### config.mk
export PLATFORM = sky130hd
export DESIGN_NAME = rtp_header_parser
export DESIGN_NICKNAME = d
export VERILOG_FILES = /design/src/rtl/rtp_pkg.sv /design/src/rtl/rtp_header_parser.sv
export SDC_FILE = /design/constraint.sdc
export NUM_CORES = 1
export LEC_CHECK = 0
export BUFFER_PORTS_ARGS = -buffer_cell sky130_fd_sc_hd__buf_2
export CAP_MARGIN = 20
export CORE_ASPECT_RATIO = 0.7
export CORE_MARGIN = 2
export CORE_UTILIZATION = 38
export CTS_BUF_LIST = sky130_fd_sc_hd__clkbuf_8 sky130_fd_sc_hd__clkbuf_16
export DETAILED_ROUTE_END_ITERATION = 16
export GPL_ROUTABILITY_DRIVEN = 1
export SYNTH_ARGS = -nofsm -noshare
export SYNTH_HDL_FRONTEND = slang
export SYNTH_SLANG_ARGS = --single-unit
### constraint.sdc
create_clock -name aclk -period 7.08 [get_ports aclk]
set_input_delay 0.708 -clock aclk [delete_from_list [all_inputs] [get_ports aclk]]
set_output_delay 0.708 -clock aclk [all_outputs]
set_load 0.01 [all_outputs]
### src/rtl/rtp_pkg.sv
// Constants and types shared by the RTP fixed-header parser.
package rtp_pkg;

    localparam int unsigned MAX_LEN = 4096;
    localparam int LEN_W = $clog2(MAX_LEN + 1);
    localparam int OFF_W = 19;
    localparam int HDR_W = 7;
    localparam int OUT_W = 13;

    localparam logic [LEN_W-1:0] MAX_POS   = LEN_W'(MAX_LEN);
    localparam logic [LEN_W-1:0] FIXED_HDR = LEN_W'(12);
    localparam logic [HDR_W-1:0] HDR_BASE  = HDR_W'(12);
    localparam logic [OFF_W-1:0] EXT_HDR   = OFF_W'(4);
    localparam logic [1:0]       RTP_VERSION = 2'd2;

    localparam int BIT_PAD = 5;
    localparam int BIT_EXT = 4;
    localparam int BIT_MARKER = 7;

    typedef struct packed {
        logic [LEN_W-1:0] len;
        logic [7:0]       first_byte;
        logic [7:0]       second_byte;
        logic [15:0]      seq;
        logic [31:0]      stamp;
        logic [31:0]      source;
        logic [HDR_W-1:0] hdr_off;
        logic [OFF_W-1:0] ext_off;
        logic [7:0]       pad_count;
        logic             too_long;
    } rtp_snap_t;

endpackage

### src/rtl/rtp_header_parser.sv
// RTP fixed-header parser: byte stream in, one header summary per packet out.
//
// Input channel (s_): one packet byte per transfer in wire order, s_last on
// the final byte. Result channel (m_): one transfer per packet carrying ok,
// marker, payload type, sequence number, timestamp, SSRC and the payload
// start and length; all fields other than ok are zero when ok is low.
// Every byte is absorbed in the cycle it is accepted, so one byte per cycle
// is sustained while s_ready is high. The final byte is captured into a
// snapshot register, and the checks run between the snapshot and the
// result register.
// Snapshot and result register form a two-deep pipeline: while m_ready is
// low, one more packet's final byte can be taken before s_ready drops;
// non-final bytes stall only when that pipeline is full.
// Reset (aresetn low at a clock edge) clears the packet state and empties
// both pipeline stages. Packets longer than MAX_LEN bytes are reported with
// ok low at their final byte.
module rtp_header_parser
    import rtp_pkg::*;
(
    input  logic        aclk,
    input  logic        aresetn,
    input  logic [7:0]  s_data_byte,
    input  logic        s_last,
    input  logic        s_valid,
    output logic        s_ready,
    output logic        m_ok,
    output logic        m_marker,
    output logic [6:0]  m_payload_type,
    output logic [15:0] m_sequence_number,
    output logic [31:0] m_time_stamp,
    output logic [31:0] m_source_id,
    output logic [12:0] m_payload_start,
    output logic [12:0] m_payload_length,
    output logic        m_valid,
    input  logic        m_ready
);

    logic [LEN_W-1:0] pos_reg, pos_next, upd_pos;
    logic [7:0]  first_byte_reg, first_byte_next, upd_first;
    logic [7:0]  second_byte_reg, second_byte_next, upd_second;
    logic [15:0] seq_reg, seq_next, upd_seq;
    logic [31:0] stamp_reg, stamp_next, upd_stamp;
    logic [31:0] source_reg, source_next, upd_source;
    logic [15:0] ext_words_reg, ext_words_next, upd_ext;
    logic        too_long_reg, too_long_next, upd_too_long;

    rtp_snap_t   snap_reg, snap_next;
    logic        snap_valid_reg, snap_valid_next;

    logic        out_valid_reg, out_valid_next;
    logic        ok_reg, ok_next;
    logic        marker_reg, marker_next;
    logic [6:0]  ptype_reg, ptype_next;
    logic [15:0] oseq_reg, oseq_next;
    logic [31:0] ostamp_reg, ostamp_next;
    logic [31:0] osource_reg, osource_next;
    logic [OUT_W-1:0] pstart_reg, pstart_next;
    logic [OUT_W-1:0] plen_reg, plen_next;

    logic             s_xfer, out_load, snap_move, at_max;
    logic [HDR_W-1:0] hdr_end_cur, hdr_off_upd;
    logic [LEN_W-1:0] ext_hi_pos, ext_lo_pos;

    logic [OFF_W-1:0] len_ext, off_sel, avail, pad_ext, pay_len;
    logic             good_base, pad_bad, good;

    assign out_load  = !out_valid_reg || m_ready;
    assign snap_move = snap_valid_reg && out_load;
    assign s_ready   = !snap_valid_reg || out_load;
    assign s_xfer    = s_valid && s_ready;

    // per-byte header capture
    assign at_max      = pos_reg >= MAX_POS;
    assign hdr_end_cur = HDR_BASE + {first_byte_reg[3:0], 2'b00};
    assign ext_hi_pos  = LEN_W'(hdr_end_cur) + LEN_W'(2);
    assign ext_lo_pos  = LEN_W'(hdr_end_cur) + LEN_W'(3);

    always_comb begin
        upd_pos      = pos_reg;
        upd_first    = first_byte_reg;
        upd_second   = second_byte_reg;
        upd_seq      = seq_reg;
        upd_stamp    = stamp_reg;
        upd_source   = source_reg;
        upd_ext      = ext_words_reg;
        upd_too_long = too_long_reg;
        if (at_max) begin
            upd_too_long = 1'b1;
        end else begin
            if (pos_reg == LEN_W'(0)) begin
                upd_first = s_data_byte;
            end else if (pos_reg == LEN_W'(1)) begin
                upd_second = s_data_byte;
            end else if (pos_reg < LEN_W'(4)) begin
                upd_seq = {seq_reg[7:0], s_data_byte};
            end else if (pos_reg < LEN_W'(8)) begin
                upd_stamp = {stamp_reg[23:0], s_data_byte};
            end else if (pos_reg < FIXED_HDR) begin
                upd_source = {source_reg[23:0], s_data_byte};
            end
            if (pos_reg >= LEN_W'(2) && pos_reg == ext_hi_pos) begin
                upd_ext = {s_data_byte, ext_words_reg[7:0]};
            end else if (pos_reg >= LEN_W'(2) && pos_reg == ext_lo_pos) begin
                upd_ext = {ext_words_reg[15:8], s_data_byte};
            end
            upd_pos = pos_reg + LEN_W'(1);
        end
    end

    always_comb begin
        pos_next         = pos_reg;
        first_byte_next  = first_byte_reg;
        second_byte_next = second_byte_reg;
        seq_next         = seq_reg;
        stamp_next       = stamp_reg;
        source_next      = source_reg;
        ext_words_next   = ext_words_reg;
        too_long_next    = too_long_reg;
        if (s_xfer) begin
            if (s_last) begin
                pos_next         = '0;
                first_byte_next  = '0;
                second_byte_next = '0;
                seq_next         = '0;
                stamp_next       = '0;
                source_next      = '0;
                ext_words_next   = '0;
                too_long_next    = 1'b0;
            end else begin
                pos_next         = upd_pos;
                first_byte_next  = upd_first;
                second_byte_next = upd_second;
                seq_next         = upd_seq;
                stamp_next       = upd_stamp;
                source_next      = upd_source;
                ext_words_next   = upd_ext;
                too_long_next    = upd_too_long;
            end
        end
    end

    // snapshot of the finished packet
    assign hdr_off_upd = HDR_BASE + {upd_first[3:0], 2'b00};

    always_comb begin
        snap_next       = snap_reg;
        snap_valid_next = snap_valid_reg;
        if (snap_move) begin
            snap_valid_next = 1'b0;
        end
        if (s_xfer && s_last) begin
            snap_valid_next       = 1'b1;
            snap_next.len         = upd_pos;
            snap_next.first_byte  = upd_first;
            snap_next.second_byte = upd_second;
            snap_next.seq         = upd_seq;
            snap_next.stamp       = upd_stamp;
            snap_next.source      = upd_source;
            snap_next.hdr_off     = hdr_off_upd;
            snap_next.ext_off     = OFF_W'(hdr_off_upd) + EXT_HDR + {1'b0, upd_ext, 2'b00};
            snap_next.pad_count   = s_data_byte;
            snap_next.too_long    = upd_too_long;
        end
    end

    // packet checks
    assign len_ext = OFF_W'(snap_reg.len);
    assign off_sel = snap_reg.first_byte[BIT_EXT] ? snap_reg.ext_off
                                                  : OFF_W'(snap_reg.hdr_off);
    assign avail   = len_ext - off_sel;
    assign pad_ext = snap_reg.first_byte[BIT_PAD] ? OFF_W'(snap_reg.pad_count) : '0;
    assign pay_len = avail - pad_ext;

    assign good_base = !snap_reg.too_long && (snap_reg.len >= FIXED_HDR)
                       && (snap_reg.first_byte[7:6] == RTP_VERSION)
                       && (off_sel <= len_ext);
    assign pad_bad   = snap_reg.first_byte[BIT_PAD]
                       && ((snap_reg.pad_count == 8'd0) || (pad_ext > avail));
    assign good      = good_base && !pad_bad;

    always_comb begin
        out_valid_next = out_valid_reg;
        ok_next        = ok_reg;
        marker_next    = marker_reg;
        ptype_next     = ptype_reg;
        oseq_next      = oseq_reg;
        ostamp_next    = ostamp_reg;
        osource_next   = osource_reg;
        pstart_next    = pstart_reg;
        plen_next      = plen_reg;
        if (out_load) begin
            out_valid_next = snap_valid_reg;
            ok_next        = good;
            marker_next    = good & snap_reg.second_byte[BIT_MARKER];
            ptype_next     = good ? snap_reg.second_byte[6:0] : '0;
            oseq_next      = good ? snap_reg.seq : '0;
            ostamp_next    = good ? snap_reg.stamp : '0;
            osource_next   = good ? snap_reg.source : '0;
            pstart_next    = good ? off_sel[OUT_W-1:0] : '0;
            plen_next      = good ? pay_len[OUT_W-1:0] : '0;
        end
    end

    always_ff @(posedge aclk) begin
        if (!aresetn) begin
            pos_reg         <= '0;
            first_byte_reg  <= '0;
            second_byte_reg <= '0;
            seq_reg         <= '0;
            stamp_reg       <= '0;
            source_reg      <= '0;
            ext_words_reg   <= '0;
            too_long_reg    <= 1'b0;
            snap_valid_reg  <= 1'b0;
            out_valid_reg   <= 1'b0;
        end else begin
            pos_reg         <= pos_next;
            first_byte_reg  <= first_byte_next;
            second_byte_reg <= second_byte_next;
            seq_reg         <= seq_next;
            stamp_reg       <= stamp_next;
            source_reg      <= source_next;
            ext_words_reg   <= ext_words_next;
            too_long_reg    <= too_long_next;
            snap_valid_reg  <= snap_valid_next;
            out_valid_reg   <= out_valid_next;
        end
    end

    always_ff @(posedge aclk) begin
        snap_reg    <= snap_next;
        ok_reg      <= ok_next;
        marker_reg  <= marker_next;
        ptype_reg   <= ptype_next;
        oseq_reg    <= oseq_next;
        ostamp_reg  <= ostamp_next;
        osource_reg <= osource_next;
        pstart_reg  <= pstart_next;
        plen_reg    <= plen_next;
    end

    assign m_valid           = out_valid_reg;
    assign m_ok              = ok_reg;
    assign m_marker          = marker_reg;
    assign m_payload_type    = ptype_reg;
    assign m_sequence_number = oseq_reg;
    assign m_time_stamp      = ostamp_reg;
    assign m_source_id       = osource_reg;
    assign m_payload_start   = pstart_reg;
    assign m_payload_length  = plen_reg;

    a_pos_bounded: assert property (@(posedge aclk) disable iff (!aresetn)
        pos_reg <= MAX_POS)
        else $error("byte position beyond limit");

    a_reject_zero: assert property (@(posedge aclk) disable iff (!aresetn)
        m_valid && !m_ok |-> m_payload_start == '0 && m_payload_length == '0
            && m_source_id == '0 && m_time_stamp == '0 && !m_marker)
        else $error("rejected packet carries nonzero fields");

    a_start_min: assert property (@(posedge aclk) disable iff (!aresetn)
        m_valid && m_ok |-> m_payload_start >= OUT_W'(12))
        else $error("payload start inside fixed header");

    a_fit: assert property (@(posedge aclk) disable iff (!aresetn)
        m_valid && m_ok |->
            (OFF_W'(m_payload_start) + OFF_W'(m_payload_length)) <= OFF_W'(MAX_LEN))
        else $error("payload runs past packet limit");

    a_snap_after_last: assert property (@(posedge aclk) disable iff (!aresetn)
        s_valid && s_ready && s_last |=> snap_valid_reg && pos_reg == '0)
        else $error("final byte not captured or state not cleared");

endmodule
==> summary.md <==
| Metric | Value |
|---|---|
| Run status | completed |
| Syn avg cell area | around 12 µm² |
| Final ANT Viol Nets | 0 |
| Drt first pass iters | 5 |
| Number of remaining DRC errors | 0 |
| Buf/Inv on CP | 5 |
| Die Span Y | about 180 µm |
| Final setup viols | 0 |
| Area contributors post-synth | edfxtp_1, dfxtp_1, mux2_2 |
| Total grt overflow | 0 |
| Synth Area in XOR/XNOR | 0.0255 |
| Fmax | about 200 MHz |
| Post-synthesis cell count | between 1,000 and 1,500 |
| Vias | between 10,000 and 15,000 |
| Critical path's largest stage delay | 0.40 ns |
| Crit path time final | 4.98 ns |
| Post-synth ARST share | 0 |
| Yosys cell types | 67 |
| Pre-CTS WS | 2.14 ns |
| Max VDD drop | 0.000159 V |
| TritonCTS Buffers | 40 |
| Total wire length | approximately 38,000 µm |
| Synth warnings | 0 |
| Main combinational cell family by area after synthesis | simple AND/OR/NAND/NOR gates |
| Largest register FFs | 123 |
| Core Region | around 44,000 µm² |
| Global placement routability congestion | approximately 0.87 |
| Resize count post-CTS | 0 |
| Synth area leader | edfxtp_1 |
| Sw Share | 0.229 |
| Reg2Reg Depth | 21 |
| Worst reg2reg endpoint | snap_reg[26] |
| Fin worst setup slack | approximately 2.1 ns |
| CP endpoint kind | flip-flop |
| Crit path DAT | roughly 5.2 ns |
| Largest net degree at the start of global routing | just under 100 |
| Max Slew Vio Count | 0 |
| Final HPWL DP | roughly 24,000 µm |
| Clock tree from TritonCTS | built |
| Diodes inserted | 0 |
| Worst endpoint required time | about 7.3 ns |
| FF-to-FF Start | pos_reg[8] |
| Syn-to-layout area delta | 14.8% |
| Max_cap viols | 0 |
| Startpoint class of the critical path | flip-flop |
| Commonest non-fill, non-tap cells in the layout | edfxtp_1, dfxtp_1, buf_2, nor2b_1, a22oi_1 |
| I/O pins | 130 |
| H-tree depth | 2 |
| Clock buffer depth | 3 |
| RSZ-0062 raised after global routing | no |
| Avg Vias per Cell | 5.06 |
| Logic gate share of total power | 0.074 |
| NetSw | between 0.001 and 0.0015 W |
| Row cnt | 64 |
| Top_reg_cell synth | edfxtp_1 |
| Final Net Count | roughly 1,500 |
| Pint | about 0.0037 W |
| R2R setup slack | around 2.1 ns |
| #FFs+latches synth | between 300 and 400 |
| Class of the worst hold path | flip-flop to flip-flop |
| Layout cells sized above 1 | 0.208 |
| Post-synthesis simple-gate area fraction | 0.147 |
| Most common cell after layout, fill and taps aside | edfxtp_1 |
| Register share of total power | 0.498 |
| Min-Delay Path Depth | 2 |
| CTS root buffer | clkbuf_16 |
| Worst-path clk slew | 0.06 ns |
| HP Start | too_long_reg |
| CP Cell Sequence | nor4_2 -> nand2_1 -> or3_1 -> nor3b_1 -> buf_4 -> nand2_1 -> o21ai_0 -> inv_1 -> ha_1 -> inv_1 -> ha_1 -> ha_1 -> inv_1 -> fa_1 -> inv_1 -> a21oi_1 -> o21bai_1 -> a21oi_1 -> nor4_1 -> mux2i_1 -> o21ai_0 |
| Die area | about 46,000 µm² |
| Clk Latency, worst-skew pair | roughly 0.54 ns |
| Mapped Area | ~17,000 µm² |
| Slowest CP cell | fa_1 |
| Lkg Pwr | ~7.5 nW |
| Sink Count | around 380 |
| Final Cycle Share | 0.703 |
| Most frequent CP cell | inv_1 |
| Final number of hold-violating endpoints | 0 |
| Starting Density | 0.384 |
| Worst Path Max Fanout | 14 |
| Compound-cell area share of the yosys netlist | 0.0912 |
| Die width | ~250 µm |
| GRT Total Usage | 0.165 |
| PortBufs | ~130 |
| CP top delay family | simple AND/OR/NAND/NOR gates |
| Pwr dens | ~250 nW/µm² |
| Clock power frac | 0.427 |
| Vias in the first global route | approximately 10,000 |
| Least-Margin Pin Slew | approximately 1.1 ns |
| Hold-fix buffers, CTS | 0 |
| Initial antenna violation count | 0 |
| Register area share after synthesis | 0.601 |
| Slew HR | 0.264 |
| Critical path type | flip-flop to flip-flop |
| Synthesized-area fraction occupied by adder cells | 0.0346 |
| Setup TNS | 0 ns |
| WL/cell | 18.3 µm |
| First-pass GRT wire length | about 60,000 µm |
| Postcts setup bufs | 0 |
| Clock Skew | roughly 0.025 ns |
| Number of synthesized flops with an enable pin | approximately 250 |
| Hold Path End | too_long_reg |
| Post-synthesis mux area share | 0.0720 |
| Post-synth top area share | 0.448 |
| Starting DRT DRC Count | ~810 |
-- cell type report --
| class | instances | area [µm²] |
|---|---|---|
| multi-input combinational | 847 | 6220 |
| inverter | 37 | 146 |
| clock inverter | 33 | 299 |
| clock buffer | 40 | 1000 |
| sequential | 377 | 10000 |
| timing repair buffer | 137 | 733 |
| tap | 594 | 743 |
| fill | 4044 | 24400 |
-- synth_stat cells, types with 5 or more instances --
master,n
mux2_2,90
dfxtp_1,128
xor2_1,17
a21boi_0,5
a31oi_1,6
nand2_1,78
or2_2,5
nor3_1,11
inv_1,37
or3_1,5
nand4_1,5
nor2b_1,124
nand3_1,17
a21o_1,5
o21ai_0,24
nor2_1,29
xnor2_1,29
nand2b_1,7
a22oi_1,113
o21a_1,5
nor3b_1,5
buf_1,9
nor4_1,25
mux2i_1,19
a21oi_1,22
ha_1,43
clkbuf_1,70
and2_1,102
edfxtp_1,249
-- metrics by stage --
step	instances	cell area (µm²)	utilization	hold slack [ns]	power [W]
4_1_cts	2064	19200	0.440	0.469	0.00490
3_5_place_dp	1991	17900	0.410	0.453	0.00282
3_3_place_gp	1991	17900	0.410	0.449	0.00282
6_report	2065	19200	0.440	0.472	0.00485
5_1_grt	2065	19200	0.440	0.491	0.00503
2_1_floorplan	1347	16700	-	0.429	0.00271
-- how the worst max path moves through the flow --
stage	start	end	slack (ns)	depth (start not counted)
2_1_floorplan	m_ready	len_ext[0]	2.52	6
4_1_cts	pos_reg[8]	snap_reg[26]	2.13	21
3_3_place_gp	pos_reg[8]	snap_reg[26]	2.22	21
3_5_place_dp	pos_reg[8]	snap_reg[26]	2.14	21
5_1_grt	pos_reg[8]	snap_reg[26]	1.67	21
6_report	pos_reg[8]	snap_reg[26]	2.10	21
-- power groups by stage --
stage | clock network, W | logic (W) | registers, W
2_1_floorplan | 0 | 0.000238 | 0.00247
3_3_place_gp | 0 | 0.000355 | 0.00246
3_5_place_dp | 0 | 0.000357 | 0.00246
4_1_cts | 0.00213 | 0.000360 | 0.00242
5_1_grt | 0.00221 | 0.000398 | 0.00242
6_report | 0.00207 | 0.000360 | 0.00241
-- cell families (layout without fill, tap and decap cells) --
group                    count (synthesis)  in the layout
XOR/XNOR                                47             47
AND/OR/NAND/NOR                        431            431
flip-flops                             377            377
other                                    1              2
adder cells (fa/ha/maj)                 45             45
AO/OA/AOI/OAI                          213            213
buffers and inverters                  123            247
multiplexers                           109            109
-- metal layers --
metal	global-route usage	share of wire	up-vias
met1	0.249	0.49	5081
met5	0	0	-
met2	0.243	0.43	243
li1	-	-	5080
met3	0.0307	0.059	45
met4	0.0391	0.018	0
-- worst reg2reg max path, cell delays in order (launching register included) --
cell and delay (ns):
dfxtp_1 0.37, nor4_2 0.29, nand2_1 0.15, or3_1 0.39
nor3b_1 0.20, buf_4 0.27, nand2_1 0.07, o21ai_0 0.21
inv_1 0.18, ha_1 0.31, inv_1 0.07, ha_1 0.28
ha_1 0.17, inv_1 0.06, fa_1 0.40, inv_1 0.07
a21oi_1 0.06, o21bai_1 0.20, a21oi_1 0.26, nor4_1 0.39
mux2i_1 0.21, o21ai_0 0.10
No activity file was read; power rests on OpenSTA's default activity.
